--- config.mk ---
export PLATFORM = sky130hd
export DESIGN_NAME = adsr_ctrl
export DESIGN_NICKNAME = d
export VERILOG_FILES = /design/src/rtl/core/adsr_pkg.sv /design/src/rtl/core/adsr_ctrl.sv
export SDC_FILE = /design/constraint.sdc
export NUM_CORES = 1
export LEC_CHECK = 0
export ABC_AREA = 1
export BUFFER_PORTS_ARGS = -buffer_cell sky130_fd_sc_hd__buf_2
export CAP_MARGIN = 20
export CORE_AREA = 2 2 39 41
export DETAILED_ROUTE_END_ITERATION = 6
export DIE_AREA = 0 0 41 43
export PLACE_DENSITY = 0.5
export SYNTH_ARGS = -nofsm -noshare
export SYNTH_HDL_FRONTEND = slang
export SYNTH_SLANG_ARGS = --single-unit
--- constraint.sdc ---
create_clock -name clk -period 2.92 [get_ports clk]
set_input_delay 0.146 -clock clk [delete_from_list [all_inputs] [get_ports clk]]
set_output_delay 0.146 -clock clk [all_outputs]
set_load 0.01 [all_outputs]
--- src/rtl/core/adsr_pkg.sv ---
package adsr_pkg;

    // Fixed-point format of the level and the additive terms.
    localparam int FRAC_BITS = 22;
    localparam int LVL_W     = 24;
    localparam int COEF_W    = 23;
    localparam int VEL_W     = 7;
    localparam int CFG_IDX_W = 3;

    // Multiply-add widths: full product, truncated quotient, sum with headroom.
    localparam int PROD_W = 2 * LVL_W;
    localparam int QUO_W  = PROD_W - FRAC_BITS;
    localparam int SUM_W  = QUO_W + 1;

    localparam logic signed [LVL_W-1:0] LVL_ONE  = LVL_W'(1) << FRAC_BITS;
    localparam logic signed [LVL_W-1:0] LVL_ZERO = '0;
    localparam logic signed [LVL_W-1:0] LVL_MAX  = {1'b0, {(LVL_W-1){1'b1}}};
    localparam logic signed [LVL_W-1:0] LVL_MIN  = {1'b1, {(LVL_W-1){1'b0}}};

    // Velocity scaling: product of level and velocity, divided by 127 through
    // a reciprocal multiply. The quotient is exact for every product below
    // 2^37 / 123, which covers the largest level times the largest velocity.
    localparam int SCALE_W      = COEF_W + VEL_W;
    localparam int RECIP_W      = 31;
    localparam int RECIP_SHIFT  = 37;
    localparam logic [RECIP_W-1:0] RECIP_MULT = 31'd1082196485;
    localparam int SCALED_W     = SCALE_W + RECIP_W;

    // Configuration register indexes.
    localparam logic [CFG_IDX_W-1:0] CFG_ATTACK_COEF   = 3'd0;
    localparam logic [CFG_IDX_W-1:0] CFG_ATTACK_BASE   = 3'd1;
    localparam logic [CFG_IDX_W-1:0] CFG_DECAY_COEF    = 3'd2;
    localparam logic [CFG_IDX_W-1:0] CFG_DECAY_BASE    = 3'd3;
    localparam logic [CFG_IDX_W-1:0] CFG_RELEASE_COEF  = 3'd4;
    localparam logic [CFG_IDX_W-1:0] CFG_RELEASE_BASE  = 3'd5;
    localparam logic [CFG_IDX_W-1:0] CFG_SUSTAIN_LEVEL = 3'd6;

    // Request kinds.
    localparam logic REQ_TICK = 1'b0;
    localparam logic REQ_GATE = 1'b1;

    typedef enum logic [2:0] {
        PH_IDLE    = 3'd0,
        PH_ATTACK  = 3'd1,
        PH_DECAY   = 3'd2,
        PH_SUSTAIN = 3'd3,
        PH_RELEASE = 3'd4
    } phase_t;

    typedef struct packed {
        logic             req_type;
        logic [VEL_W-1:0] gate_value;
    } in_item_t;

    typedef struct packed {
        logic [COEF_W-1:0] env_out;
        phase_t            phase;
    } out_item_t;

    // Commands from the controller to the datapath.
    typedef struct packed {
        logic tick_start;
        logic gate_event;
        logic level_update;
        logic scale_load;
        logic out_load;
    } ctl_cmd_t;

endpackage

--- src/rtl/core/adsr_ctrl.sv ---
module adsr_ctrl
    import adsr_pkg::*;
(
    input  logic     clk,
    input  logic     rst_n,
    input  logic     in_valid,
    input  logic     in_req_type,
    output logic     in_stall,
    output logic     out_valid,
    input  logic     out_stall,
    output ctl_cmd_t cmd
);

    typedef enum logic [1:0] {
        ST_IDLE,
        ST_ADD,
        ST_SCALE,
        ST_OUT
    } state_t;

    state_t state_reg;
    logic   out_valid_reg;
    logic   in_xfer;
    logic   out_xfer;
    logic   out_free;

    // Transfers on both channels.
    assign in_stall = (state_reg != ST_IDLE);
    assign in_xfer  = in_valid && !in_stall;
    assign out_xfer = out_valid_reg && !out_stall;
    assign out_free = !(out_valid_reg && out_stall);
    assign out_valid = out_valid_reg;

    // Datapath commands follow the current state and the input transfer.
    always_comb
    begin
        cmd              = '0;
        cmd.tick_start   = in_xfer && (in_req_type == REQ_TICK);
        cmd.gate_event   = in_xfer && (in_req_type == REQ_GATE);
        cmd.level_update = (state_reg == ST_ADD);
        cmd.scale_load   = (state_reg == ST_SCALE);
        cmd.out_load     = (state_reg == ST_OUT) && out_free;
    end

    // Sequencer and output valid flag.
    always_ff @(posedge clk or negedge rst_n)
    begin
        if (!rst_n)
        begin
            state_reg     <= ST_IDLE;
            out_valid_reg <= 1'b0;
        end
        else
        begin
            // A new result takes precedence over the transfer of the old one.
            if (state_reg == ST_OUT && out_free)
            begin
                out_valid_reg <= 1'b1;
            end
            else if (out_xfer)
            begin
                out_valid_reg <= 1'b0;
            end
            case (state_reg)
                ST_IDLE:
                begin
                    if (cmd.tick_start)
                    begin
                        state_reg <= ST_ADD;
                    end
                end
                ST_ADD:
                begin
                    state_reg <= ST_SCALE;
                end
                ST_SCALE:
                begin
                    state_reg <= ST_OUT;
                end
                ST_OUT:
                begin
                    if (out_free)
                    begin
                        state_reg <= ST_IDLE;
                    end
                end
                default:
                begin
                    state_reg <= ST_IDLE;
                end
            endcase
        end
    end

    // A tick starts the multiply-add sequence; a gate event finishes at once.
    a_tick_starts: assert property (@(posedge clk) disable iff (!rst_n)
        cmd.tick_start |=> state_reg == ST_ADD)
        else $error("accepted tick did not start the update sequence");

    a_gate_stays_idle: assert property (@(posedge clk) disable iff (!rst_n)
        cmd.gate_event |=> state_reg == ST_IDLE)
        else $error("gate event left the controller busy");

    // A finished result is posted as soon as the output register is free.
    a_out_posted: assert property (@(posedge clk) disable iff (!rst_n)
        cmd.out_load |=> out_valid_reg && state_reg == ST_IDLE)
        else $error("result was not posted to the output register");

    // The output register is never overwritten while it holds an untaken result.
    a_no_overwrite: assert property (@(posedge clk) disable iff (!rst_n)
        out_valid_reg && out_stall |-> !cmd.out_load)
        else $error("pending result overwritten");

endmodule

* After elaboration in Yosys (flattened, before gate mapping)
Index checks and enable logic that the tools add are counted.
** Word-level totals
- Flip-flop bits (word level) :: 3
- Input port bits :: 5
- Output and inout port bits :: 7
- Word-level logic and storage cells :: 26
** Cells by class
- Eq/ne operators :: 5
- Multiplexer cells :: 5
- Bitwise logic cells :: 1
- Reductions and logical operators :: 13
** Operators with widths (number)
- 2-bit one-hot mux with 4 select lines :: 1
- 1-bit logical AND :: 6
- 2-bit equality test (second input constant) :: 2
- 2-bit 2-to-1 mux :: 2
- 2-bit inequality test (second input constant) :: 2
- 2-bit nonzero test :: 2
- 1-bit logical NOT :: 3
- 2-bit by 1-bit equality test with 1-bit output (second input constant) :: 1
- 2-bit logical NOT :: 1
- 1-bit 2-to-1 mux :: 2
- 2-bit AND reduction :: 1
- 1-bit NOT :: 1

* Logic depth before layout (Yosys ltp)
- Depth in word-level cells :: 6
- Gate-level depth with buffers :: 6
- Mapped depth without buffers :: 6

* Least setup slack after synthesis
Ideal clock, no wire load.
- Path type :: reg-to-output
- From :: register state_reg[0]
- To :: output port cmd[4] (netlist bit)
- Data arrival time :: 1.074 ns
- Required time :: 2.774 ns
- Setup slack :: 1.700 ns
- Cell stages (with the launch flop) :: 5
- Path buffers :: 0
- Path through :: dfrtp_1 > inv_1 > ha_1 > inv_1 > nor3_1
** RTL lines
- start: declaration :: RTL line adsr_ctrl.sv:21 : state_t state_reg;
- start signal: assignment :: RTL line adsr_ctrl.sv:50 : state_reg <= ST_IDLE;
- start signal: assignment :: RTL line adsr_ctrl.sv:69 : state_reg <= ST_ADD;
- start signal: assignment :: RTL line adsr_ctrl.sv:74 : state_reg <= ST_SCALE;
- end: declaration :: RTL line adsr_ctrl.sv:11 : output ctl_cmd_t cmd

==> key figures <==
Cells and area
  • Fraction of layout cells with a size suffix above 1: 44.4%
  • Cell area after layout: approximately 360 um2
  • Final net count: 56
  • Ant. Diodes: 0
  • Largest register FFs: 2
  • Synth-to-Final Area Change: 45.6%

Routing
  • DRT antenna net count: 0
  • DRT Pass-1 Iters: 2
  • Initial DRC count: 3
  • Residual DRC count: 0
  • WL per Instance: about 7.2 um
  • DR vias/cell: between 3 and 4
  • DRT Wirelength: 438 um
  • Vias: roughly 230

CTS
  • Post-CTS Setup Bufs: 0
  • Later-pin clock latency in the skew report: 230 ps
  • H-tree levels: 1
  • CTS tree: built
  • Hold buffers post-CTS: 1
  • CTS resizes: 0
  • Worst-path clk slew: roughly 40 ps
  • Clock tree buffer depth: 2
  • Clock sinks: 3
  • CTS Root Cell: clkbuf_4
  • CTS Buf Count: 3

Synthesis
  • Synth Net Count: 39
  • Seq cells post-synth: 3
  • Cell Area, Synth: approximately 240 um2
  • Synth warnings: 0
  • Synth Instances: 29
  • Yosys cell types: 12
  • Mean Syn Cell Area: approximately 8.4 um2
  • Sequential area share after synthesis: a little under a third

Worst hold path
  • Hold path depth: 3
  • Worst hold path class: input pin to flop
  • Hold Path Sink: out_valid
  • Worst min-delay path startpoint: out_stall

Die
  • Die Height: between 40 and 50 um
  • Rows: 14
  • Die ar.: 1760 um2
  • Total core area: ~1400 um2
  • Initial core utilization: 17.6%
  • I/O pin cnt: 12
  • Die X: 41 um

Power and ir drop
  • Leak: approximately 0.21 nW
  • Maximum VDD drop: ~0.22 mV
  • PD cells: around 1000 nW/um2

Critical path
  • Kind of end point of the critical path: output port
  • Worst r2r src: state_reg[0]
  • Max FO, Critical Path: 4
  • Max incr delay on CP: approximately 400 ps
  • Worst EP required: approximately 2800 ps
  • Crit path DAT: around 1300 ps
  • CP cell instances: inv_1 > ha_1 > inv_1 > nor3_1 > buf_2
  • Reg2reg end: state_reg[0]
  • Critical setup path kind: flop to output port
  • CP dominant cell by count: inv_1
  • CP max-delay cell: dfrtp_1
  • FF-to-FF setup slack: ~1800 ps
  • Worst R2R Path Depth: 5
  • CP startpoint kind: flop

Timing
  • Clk_skew: between 1.5 and 2 ps
  • Fin crit share: 50.4%
  • Setup repair after global routing missed its margin: no
  • Worst Tran Pin Value: about 150 ps
  • Endpoints failing setup: 0
  • Setup TNS: 0 ps
  • Hold_ws: approximately 150 ps
  • Pins Over Slew Limit: 0
  • Crit path time final: about 1500 ps
  • Max transition margin: approximately nine tenths
  • Max Fclk: around 680 MHz
  • Final hold vios: 0

Run
  • MaxCap Viol Count: 0

Global routing
  • Total grt overflow: 0
  • Total track usage: roughly 7.0%
  • Initial antenna violation count: 0
  • Largest net degree at the start of global routing: 5
  • First-pass GRT wire length: ~790 um
  • Number of global-route vias before repair: between 200 and 250

Place
  • Port bufs: 11
  • Final Wtd Congestion: 0.659
  • Post-DP Area: about 320 um2
  • Detailed placer's ending HPWL: 366 um

Run status
  • Status: completed
## critical path: cells and delay by family, from the launching register on
family / cells / cell delay, ps
fa+ha+maj: 1 / 230
simple gates: 1 / 110
flops: 1 / 410
buf+inv: 3 / 340
## how the worst max path moves through the flow
stage,startpoint,endpoint,slack (ps),depth (start not counted)
floorplan,state_reg[0],cmd[4],1700,4
global placement,state_reg[1],cmd[4],1700,5
detailed placement,state_reg[0],cmd[3],1670,4
CTS,state_reg[0],cmd[3],1420,4
global route,state_reg[1],cmd[4],1260,5
finish,state_reg[1],cmd[4],1450,5
## metrics by stage
step | std cells | util, % | total power [mW] | setup slack (ps)
after floorplan | 29 | - | 0.223 | 1700
after global placement | 56 | 23.1 | 0.286 | 1700
after detailed placement | 56 | 23.1 | 0.284 | 1670
after CTS | 61 | 25.7 | 0.362 | 1420
after global routing | 61 | 25.7 | 0.407 | 1260
final | 61 | 25.7 | 0.350 | 1450
## final cells by class
type | instances | area (um2)
Sequential cell | 3 | 75.1
Timing Repair Buffer | 12 | 65.1
Fill cell | 158 | 1030
Clock buffer | 4 | 26.3
Inverter | 6 | 22.5
Tap cell | 16 | 20.0
Multi-Input combinational cell | 20 | 146
## synthesized netlist by cell type
| cell | n | area (um2) |
|---|---|---|
| nor2_1 | 1 | 3.75 |
| dfrtp_1 | 3 | 75.1 |
| and3_2 | 1 | 7.51 |
| nor3_1 | 1 | 5.00 |
| nand2_1 | 6 | 22.5 |
| o21ai_4 | 1 | 16.3 |
| ha_1 | 5 | 62.6 |
| inv_2 | 2 | 7.51 |
| inv_1 | 4 | 15.0 |
| or2_1 | 1 | 6.26 |
| nand2_2 | 2 | 12.5 |
| nand3_1 | 2 | 10.0 |
## metal layers
metal  share of wire [%]  up-vias  GRT usage (%)
li1                    -      120              -
met1                  44       98           7.07
met2                  49        7           10.3
met3                 6.8        0           6.28
met4                   0        0           2.00
met5                   0        -              0
## kinds of logic after synthesis
group	after synthesis	synth area share, %
simple gates	14	27.7
buf+inv	6	9.23
fa+ha+maj	5	25.6
flops	3	30.8
compound gates	1	6.67
## placed cells by master (no fill, tap or decap)
| master | n |
|---|---|
| or2_1 | 1 |
| inv_1 | 4 |
| nand2_1 | 6 |
| buf_2 | 11 |
| ha_1 | 5 |
| o21ai_4 | 1 |
| dfrtp_1 | 3 |
| inv_2 | 2 |
| dlygate4sd3_1 | 1 |
| clkbuf_4 | 3 |
| nand2_2 | 2 |
| nor2_1 | 1 |
| nand3_1 | 2 |
| and3_2 | 1 |
| nor3_1 | 1 |
| clkbuf_1 | 1 |
## report_power, final
part           leakage [nW]  internal, mW  switching, mW  total, mW
logic                 0.162        0.0853          0.110      0.195
clock network        0.0150        0.0511         0.0203     0.0714
registers            0.0366        0.0639         0.0193     0.0832
Note: power is estimated with default switching activity, not from simulation.
