`src/rtl/core/adsr_pkg.sv`:
```
package adsr_pkg;

    // Fixed-point format of the level and the additive terms.
    localparam int FRAC_BITS = 22;
    localparam int LVL_W     = 24;
    localparam int COEF_W    = 23;
    localparam int VEL_W     = 7;
    localparam int CFG_IDX_W = 3;

    // Multiply-add widths: full product, truncated quotient, sum with headroom.
    localparam int PROD_W = 2 * LVL_W;
    localparam int QUO_W  = PROD_W - FRAC_BITS;
    localparam int SUM_W  = QUO_W + 1;

    localparam logic signed [LVL_W-1:0] LVL_ONE  = LVL_W'(1) << FRAC_BITS;
    localparam logic signed [LVL_W-1:0] LVL_ZERO = '0;
    localparam logic signed [LVL_W-1:0] LVL_MAX  = {1'b0, {(LVL_W-1){1'b1}}};
    localparam logic signed [LVL_W-1:0] LVL_MIN  = {1'b1, {(LVL_W-1){1'b0}}};

    // Velocity scaling: product of level and velocity, divided by 127 through
    // a reciprocal multiply. The quotient is exact for every product below
    // 2^37 / 123, which covers the largest level times the largest velocity.
    localparam int SCALE_W      = COEF_W + VEL_W;
    localparam int RECIP_W      = 31;
    localparam int RECIP_SHIFT  = 37;
    localparam logic [RECIP_W-1:0] RECIP_MULT = 31'd1082196485;
    localparam int SCALED_W     = SCALE_W + RECIP_W;

    // Configuration register indexes.
    localparam logic [CFG_IDX_W-1:0] CFG_ATTACK_COEF   = 3'd0;
    localparam logic [CFG_IDX_W-1:0] CFG_ATTACK_BASE   = 3'd1;
    localparam logic [CFG_IDX_W-1:0] CFG_DECAY_COEF    = 3'd2;
    localparam logic [CFG_IDX_W-1:0] CFG_DECAY_BASE    = 3'd3;
    localparam logic [CFG_IDX_W-1:0] CFG_RELEASE_COEF  = 3'd4;
    localparam logic [CFG_IDX_W-1:0] CFG_RELEASE_BASE  = 3'd5;
    localparam logic [CFG_IDX_W-1:0] CFG_SUSTAIN_LEVEL = 3'd6;

    // Request kinds.
    localparam logic REQ_TICK = 1'b0;
    localparam logic REQ_GATE = 1'b1;

    typedef enum logic [2:0] {
        PH_IDLE    = 3'd0,
        PH_ATTACK  = 3'd1,
        PH_DECAY   = 3'd2,
        PH_SUSTAIN = 3'd3,
        PH_RELEASE = 3'd4
    } phase_t;

    typedef struct packed {
        logic             req_type;
        logic [VEL_W-1:0] gate_value;
    } in_item_t;

    typedef struct packed {
        logic [COEF_W-1:0] env_out;
        phase_t            phase;
    } out_item_t;

    // Commands from the controller to the datapath.
    typedef struct packed {
        logic tick_start;
        logic gate_event;
        logic level_update;
        logic scale_load;
        logic out_load;
    } ctl_cmd_t;

endpackage

```
`src/rtl/core/adsr_dpath.sv`:
```
module adsr_dpath
    import adsr_pkg::*;
(
    input  logic                 clk,
    input  logic                 rst_n,
    input  ctl_cmd_t             cmd,
    input  logic [VEL_W-1:0]     gate_value,
    input  logic                 cfg_en,
    input  logic [CFG_IDX_W-1:0] cfg_addr,
    input  logic [LVL_W-1:0]     cfg_data,
    output out_item_t            out_data
);

    // Configuration registers.
    logic        [COEF_W-1:0] attack_coef_reg;
    logic signed [LVL_W-1:0]  attack_base_reg;
    logic        [COEF_W-1:0] decay_coef_reg;
    logic signed [LVL_W-1:0]  decay_base_reg;
    logic        [COEF_W-1:0] release_coef_reg;
    logic signed [LVL_W-1:0]  release_base_reg;
    logic        [COEF_W-1:0] sustain_level_reg;

    // Voice state.
    phase_t                   phase_reg;
    phase_t                   phase_next;
    logic signed [LVL_W-1:0]  level_reg;
    logic signed [LVL_W-1:0]  level_next;
    logic        [VEL_W-1:0]  velocity_reg;

    // Pipeline registers of the tick sequence.
    logic signed [PROD_W-1:0] prod_reg;
    logic        [SCALE_W-1:0] scale_reg;
    out_item_t                out_reg;

    logic        [COEF_W-1:0] coef_sel;
    logic signed [LVL_W-1:0]  base_sel;
    logic signed [PROD_W-1:0] prod_next;
    logic signed [PROD_W-1:0] prod_adj;
    logic signed [QUO_W-1:0]  quo;
    logic signed [SUM_W-1:0]  sum;
    logic signed [LVL_W-1:0]  sat;
    logic signed [LVL_W-1:0]  sustain_s;
    logic        [COEF_W-1:0] shown;
    logic        [SCALE_W-1:0] scale_next;
    logic        [SCALED_W-1:0] scaled;

    // Coefficient and additive term of the current phase.
    always_comb
    begin
        case (phase_reg)
            PH_ATTACK:
            begin
                coef_sel = attack_coef_reg;
                base_sel = attack_base_reg;
            end
            PH_DECAY:
            begin
                coef_sel = decay_coef_reg;
                base_sel = decay_base_reg;
            end
            PH_RELEASE:
            begin
                coef_sel = release_coef_reg;
                base_sel = release_base_reg;
            end
            default:
            begin
                coef_sel = '0;
                base_sel = '0;
            end
        endcase
    end

    assign prod_next = level_reg * $signed({1'b0, coef_sel});

    // Truncate the product toward zero, add the base and saturate.
    always_comb
    begin
        prod_adj = prod_reg;
        if (prod_reg[PROD_W-1])
        begin
            prod_adj = prod_reg + PROD_W'((64'd1 << FRAC_BITS) - 64'd1);
        end
        quo = prod_adj[PROD_W-1:FRAC_BITS];
        sum = {{(SUM_W-LVL_W){base_sel[LVL_W-1]}}, base_sel} + {quo[QUO_W-1], quo};
        if (sum > $signed({{(SUM_W-LVL_W){LVL_MAX[LVL_W-1]}}, LVL_MAX}))
        begin
            sat = LVL_MAX;
        end
        else if (sum < $signed({{(SUM_W-LVL_W){LVL_MIN[LVL_W-1]}}, LVL_MIN}))
        begin
            sat = LVL_MIN;
        end
        else
        begin
            sat = sum[LVL_W-1:0];
        end
    end

    assign sustain_s = $signed({1'b0, sustain_level_reg});

    // Phase transitions and clamps after the multiply-add.
    always_comb
    begin
        level_next = level_reg;
        phase_next = phase_reg;
        case (phase_reg)
            PH_ATTACK:
            begin
                if (attack_coef_reg == '0 || sat >= LVL_ONE)
                begin
                    level_next = LVL_ONE;
                    phase_next = PH_DECAY;
                end
                else
                begin
                    level_next = sat;
                end
            end
            PH_DECAY:
            begin
                if (sat <= sustain_s)
                begin
                    level_next = sustain_s;
                    phase_next = PH_SUSTAIN;
                end
                else
                begin
                    level_next = sat;
                end
            end
            PH_RELEASE:
            begin
                if (sat <= LVL_ZERO)
                begin
                    level_next = LVL_ZERO;
                    phase_next = PH_IDLE;
                end
                else
                begin
                    level_next = sat;
                end
            end
            default:
            begin
                level_next = level_reg;
                phase_next = phase_reg;
            end
        endcase
    end

    // Velocity scaling: negative levels show as zero, then divide by 127.
    assign shown      = level_reg[LVL_W-1] ? '0 : level_reg[COEF_W-1:0];
    assign scale_next = SCALE_W'(shown) * SCALE_W'(velocity_reg);
    assign scaled     = SCALED_W'(scale_reg) * SCALED_W'(RECIP_MULT);

    // Configuration writes.
    always_ff @(posedge clk or negedge rst_n)
    begin
        if (!rst_n)
        begin
            attack_coef_reg   <= '0;
            attack_base_reg   <= LVL_ONE;
            decay_coef_reg    <= '0;
            decay_base_reg    <= LVL_ONE;
            release_coef_reg  <= '0;
            release_base_reg  <= LVL_ZERO;
            sustain_level_reg <= COEF_W'(LVL_ONE);
        end
        else if (cfg_en)
        begin
            case (cfg_addr)
                CFG_ATTACK_COEF:   attack_coef_reg   <= cfg_data[COEF_W-1:0];
                CFG_ATTACK_BASE:   attack_base_reg   <= $signed(cfg_data);
                CFG_DECAY_COEF:    decay_coef_reg    <= cfg_data[COEF_W-1:0];
                CFG_DECAY_BASE:    decay_base_reg    <= $signed(cfg_data);
                CFG_RELEASE_COEF:  release_coef_reg  <= cfg_data[COEF_W-1:0];
                CFG_RELEASE_BASE:  release_base_reg  <= $signed(cfg_data);
                CFG_SUSTAIN_LEVEL: sustain_level_reg <= cfg_data[COEF_W-1:0];
                default:           attack_coef_reg   <= attack_coef_reg;
            endcase
        end
    end

    // Voice state: gate events and the level update of a tick.
    always_ff @(posedge clk or negedge rst_n)
    begin
        if (!rst_n)
        begin
            phase_reg    <= PH_IDLE;
            level_reg    <= LVL_ZERO;
            velocity_reg <= '0;
        end
        else if (cmd.gate_event)
        begin
            if (gate_value != '0)
            begin
                velocity_reg <= gate_value;
                if (phase_reg == PH_IDLE || phase_reg == PH_RELEASE)
                begin
                    level_reg <= LVL_ZERO;
                end
                phase_reg <= PH_ATTACK;
            end
            else if (phase_reg != PH_IDLE)
            begin
                phase_reg <= PH_RELEASE;
            end
        end
        else if (cmd.level_update)
        begin
            level_reg <= level_next;
            phase_reg <= phase_next;
        end
    end

    // Pipeline payload registers.
    always_ff @(posedge clk)
    begin
        if (cmd.tick_start)
        begin
            prod_reg <= prod_next;
        end
        if (cmd.scale_load)
        begin
            scale_reg <= scale_next;
        end
        if (cmd.out_load)
        begin
            out_reg.env_out <= scaled[RECIP_SHIFT +: COEF_W];
            out_reg.phase   <= phase_reg;
        end
    end

    assign out_data = out_reg;

    // An idle voice always sits at zero level.
    a_idle_zero: assert property (@(posedge clk) disable iff (!rst_n)
        phase_reg == PH_IDLE |-> level_reg == LVL_ZERO)
        else $error("idle voice holds a nonzero level");

    // Leaving attack through a tick always lands exactly on full level.
    a_attack_top: assert property (@(posedge clk) disable iff (!rst_n)
        cmd.level_update && phase_reg == PH_ATTACK && phase_next == PH_DECAY
        |=> level_reg == LVL_ONE)
        else $error("attack ended below or above full level");

endmodule

```
`config.mk`:
```
export PLATFORM = sky130hd
export DESIGN_NAME = adsr_dpath
export DESIGN_NICKNAME = d
export VERILOG_FILES = /design/src/rtl/core/adsr_pkg.sv /design/src/rtl/core/adsr_dpath.sv
export SDC_FILE = /design/constraint.sdc
export NUM_CORES = 2
export LEC_CHECK = 0
export ABC_AREA = 1
export BUFFER_PORTS_ARGS = -buffer_cell sky130_fd_sc_hd__buf_2
export CORE_AREA = 3 3 285 427
export DETAILED_ROUTE_END_ITERATION = 7
export DIE_AREA = 0 0 288 430
export PLACE_DENSITY_LB_ADDON = 0.08
export SYNTH_ARGS = -nofsm -noshare
export SYNTH_HDL_FRONTEND = slang
export SYNTH_SLANG_ARGS = --single-unit
```
`constraint.sdc`:
```
create_clock -name clk -period 9.6 [get_ports clk]
set_input_delay 1.44 -clock clk [delete_from_list [all_inputs] [get_ports clk]]
set_output_delay 1.44 -clock clk [all_outputs]
set_load 0.02 [all_outputs]
```
### Word-level counts from Yosys, hierarchy flattened

Index checks and enable logic that the tools add are counted.

| cells by class | value |
|---|---|
| add/sub/neg operators | 2 |
| $mul | 3 |
| $lt $le $gt $ge | 5 |
| equal/unequal tests | 15 |
| multiplexer cells | 22 |
| reductions and logical operators | 19 |

Operators by type and width:

| kind | count |
|---|---|
| 24-bit 2-to-1 mux | 9 |
| 24-bit case mux with 3 select lines | 2 |
| 23-bit case mux with 3 select lines | 1 |
| 30-bit by 31-bit multiplier with 60-bit output, second input constant | 1 |
| 48-bit by 22-bit adder with 48-bit output, second input constant | 1 |
| 24-bit by 24-bit multiplier with 48-bit output | 1 |
| 48-bit 2-to-1 mux | 1 |
| 23-bit by 7-bit multiplier with 30-bit output | 1 |
| 24-bit by 26-bit adder with 27-bit output | 1 |
| 27-bit by 24-bit greater-than comparator with 1-bit output, second input constant | 1 |
| 27-bit by 24-bit less-than comparator with 1-bit output, second input constant | 1 |
| 24-bit greater-or-equal comparator, second input constant | 1 |
| 24-bit by 1-bit less-or-equal comparator with 1-bit output, second input constant | 1 |
| 24-bit less-or-equal comparator | 1 |
| 23-bit logical NOT | 1 |
| 23-bit 2-to-1 mux | 1 |
| 3-bit 2-to-1 mux | 7 |
| 2-bit AND reduction | 8 |
| 3-bit == test, second input constant | 4 |
| 3-bit by 2-bit == test with 1-bit output, second input constant | 3 |
| 3-bit inequality test, second input constant | 3 |
| 3-bit case mux with 3 select lines | 1 |
| 7-bit nonzero test | 1 |
| 3-bit by 1-bit == test with 1-bit output, second input constant | 2 |
| other kinds (9) | 12 |

| storage, ports and cells | value |
|---|---|
| flip-flop bits (word level) | 302 |
| input port bits | 42 |

### Longest topological paths before layout

| logic depth | value |
|---|---|
| word-level depth | 12 |
| depth in mapped cells | 51 |
| gate-level depth less buffers | 48 |

### Least setup slack after synthesis

No wires, ideal clock.

| path | value |
|---|---|
| kind | register to register |
| start | reg phase_reg[0] |
| end | reg prod_reg[46], data pin |
| library setup time | 259 ps |
| arrival | 7,139 ps |
| data required time | 9,341 ps |
| slack | 2,202 ps |
| stages on the path, launching flop included | 31 |
| path buffers | 2 |
| path through | dfrtp_1 nor2_1 inv_1 nor2_1 clkbuf_1 nand2_1 nand3_1 clkbuf_1 nand2_1 inv_1 fa_1 fa_1 fa_1 inv_1 fa_1 fa_1 fa_1 fa_1 inv_1 ha_1 nand2_1 nor2_1 inv_1 nor3_1 nand3_1 nand3_1 nand2_1 o211ai_1 nand4_1 nand3_1 xor2_1 |

| on the way | value |
|---|---|
| word-level cells in the longest chain between the ends | 3 |
| elaborated cells between the ends (all ways) | 5 |
| those cells by class | 1 x mul; 3 x eq/ne; 1 x mux |

RTL lines:

| item | RTL line | text |
|---|---|---|
| start, declared | adsr_dpath.sv:24 | `phase_t phase_reg;` |
| start signal, assigned | adsr_dpath.sv:213 | `phase_reg <= phase_next;` |
| 3-bit == test (tied with other cells) | adsr_dpath.sv:50 | `case (phase_reg)` |
| 23-bit case mux with 3 select lines * | adsr_dpath.sv:50 |  |
| 24-bit by 24-bit multiplier with 48-bit output * | adsr_dpath.sv:74 | `assign prod_next = level_reg * $signed({1'b0, coef_sel});` |
| via prod_next[46] | adsr_dpath.sv:37 | `logic signed [PROD_W-1:0] prod_next;` |
| end signal, assigned | adsr_dpath.sv:222 | `prod_reg <= prod_next;` |
| end, declared | adsr_dpath.sv:31 | `logic signed [PROD_W-1:0] prod_reg;` |

The timed path passes the listed nets; every way through them passes the cells marked *.
A chain may end at the register's enable or synchronous reset.

### Worst setup path in the final report

| path | value |
|---|---|
| start | reg phase_reg[1] |
| end | reg prod_reg[45], data pin |

The elaborated chain is that of the path after synthesis.

==> metrics <==
outcome=completed; post-route ant nets=0; largest cells by area after synthesis=fa_1 32%, ha_1 13%, nand2_1 12%; r2r setup slk=0.91 ns; max reg flops=48; Final HPWL DP=123000 µm; post-synthesis sequential area ratio=17.1%; Worst path max stage delay=0.56 ns; Worst Hold Class=register to register; Std-Cell Core Area=0.118 mm²; Wirelength per Cell=20.5 µm; GPL Wtd Cong=0.960; Post-CTS Setup Repair Bufs=0; vias in the first global route=39166; crit path buf inv count=5; crit end category=register; area delta synth->final=7.17%; global-route wire length before repair=231000 µm; Overflow after GRT=0; M1 wire length=57600 µm; synthesis-stage register bit count=302; Worst-path clk slew=0.06 ns; Post-Synthesis Cells=5692; worst r2r dst=prod_reg[45]$_DFFE_PP_; Port Buffers=67; Mapped Area=0.0471 mm²; drc violations=0; Synth cell types=61; top-count cell post-synth=nand2_1; Slew @ Worst Pin=1.14 ns; FF-to-FF Start=phase_reg[1]$_DFFE_PN0P_; min cycle time layout=8.69 ns; CTS tree=yes; Hold Crit Depth=2; Final Hold Viols=0; I/O pin total=68; Final Non-Filler Cells=7277; Ys Warns=0; fin. max-slew vios=0; fmax=0.115 GHz; clock skew=0.0301 ns; overall routed net length=149000 µm; Critical path origin=phase_reg[1]$_DFFE_PN0P_; initial antenna violation count=5; vias per inst=5.00; largest net degree at the start of global routing=75; Initial Util=40.0%; final setup violation count=0; DR WL met3=4660 µm; cell family with most CP delay=adder cells; min-delay src=attack_base_reg[4]$_DFFE_PN0P_; setup TNS=0 ns; Post-synth EDFFs=104; Top Layer Used=met4; Die Area=0.124 mm²; RSZ-0062 raised after global routing=no; Die Span Y=430 µm; Required @ worst endpoint=9.91 ns; cts hold-fix bufs=0; row cnt=154; CP most frequent cell=fa_1; CTS max path bufs=3; Yosys top cell by area=fa_1; Slew headroom=23.9%; syn_nets=6979; Worst R2R Path Depth=29; Net count, final=6975; MaxCap Viol Count=0; slowest CP cell=nor2_4; crit path kind=register to register; critical path arrival=9.00 ns; Critical Path Start Type=register; Tot GR Track Use=24.6%; top-area cell type share of the netlist area=32.0%; post-route clock period utilization=90.5%; Resize count post-CTS=0; Post-synth top cells=1520 x nand2_1, 1271 x inv_1, 753 x fa_1, 492 x ha_1, 247 x o21ai_0; H-tree depth=2; mean post-synth cell area=8.28 µm²; metal2 WL=80200 µm; root buffer cell=clkbuf_16; DR pass1 iterations=5; Endpoint, Worst Hold=attack_base_reg[4]$_DFFE_PN0P_; Crit Path Max Fanout=24; placed insts=7212; Async S/R FF share, synth=65.6%; Synth Flop Type=dfrtp_1; Skew-Pair Late Insertion Delay=0.57 ns; clk sinks=302; DRT iter0 DRCs=1794; CTS Buf Count=34; Die W=288 µm; # fillers=12226; layout cells sized above 1=4.76%; vias=36416
layer usage:
layer  up-vias  track usage (%)
met3       224             2.00
met5         -                0
met1     18283             28.3
met2       683             46.8
li1      17226                -
met4         0             9.07
area by class of cell:
class | count | area (µm²) | area share, %
sequential | 302 | 8090 | 16.0
multi-input combinational | 3912 | 33500 | 66.2
clock buffer | 41 | 907 | 1.80
tap | 1560 | 1950 | 3.86
inverter | 1275 | 4790 | 9.48
timing repair buffer | 163 | 1060 | 2.11
antenna | 3 | 7.51 | 0.0149
clock inverter | 21 | 241 | 0.478
layout by cell type, fill, tap and decap left out, types with 34 or more instances in the layout:
cell type and instances:
xor2_1 88, o21ai_0 247, inv_1 1271, fa_1 753
a21oi_1 186, nand2_1 1518, nand3_1 120, edfxtp_1 104
xnor2_1 59, nor2_1 192, clkbuf_16 34, buf_4 96
dfrtp_1 191, a31oi_1 45, buf_2 66, ha_1 492
worst max path at each step:
stage / to / slack (ns) / depth (start not counted)
2_1_floorplan: prod_reg[46]$_DFFE_PP_ / 2.20 / 30
3_3_place_gp: prod_reg[36]$_DFFE_PP_ / 0.98 / 27
3_5_place_dp: prod_reg[36]$_DFFE_PP_ / 0.95 / 29
4_1_cts: prod_reg[36]$_DFFE_PP_ / 0.94 / 29
5_1_grt: prod_reg[46]$_DFFE_PP_ / 0.38 / 28
6_report: prod_reg[45]$_DFFE_PP_ / 0.91 / 29
per-stage QoR:
step                      util, %  cell area, µm²  worst slack [ns]  hold WS, ns
after floorplan                 -           47100              2.20        0.453
after global placement       41.9           49400             0.978        0.467
after detailed placement     41.9           49400             0.948        0.474
after CTS                    42.8           50500             0.942        0.488
after global routing         42.8           50500             0.381        0.501
final                        42.8           50500             0.914        0.485
tightest hold or removal path, cell delays in order (launching register included):
cell and delay [ns]:
dfrtp_1 0.34, nand2_1 0.05, o21ai_0 0.06
logic make-up (layout without fill, tap and decap cells):
| logic type | count (synthesis) | count (layout) | synth area share [%] |
|---|---|---|---|
| buf+inv | 1478 | 1500 | 11.9 |
| other cells | 0 | 3 | 0 |
| xor+xnor | 147 | 147 | 2.73 |
| fa+ha+maj | 1245 | 1245 | 45.0 |
| compound gates | 568 | 568 | 6.66 |
| flops | 302 | 302 | 17.1 |
| simple gates | 1952 | 1952 | 16.5 |
Power is left out: the tool's default activity adds up to more than one toggle a clock period on the data nets, which glitch-free logic cannot reach.
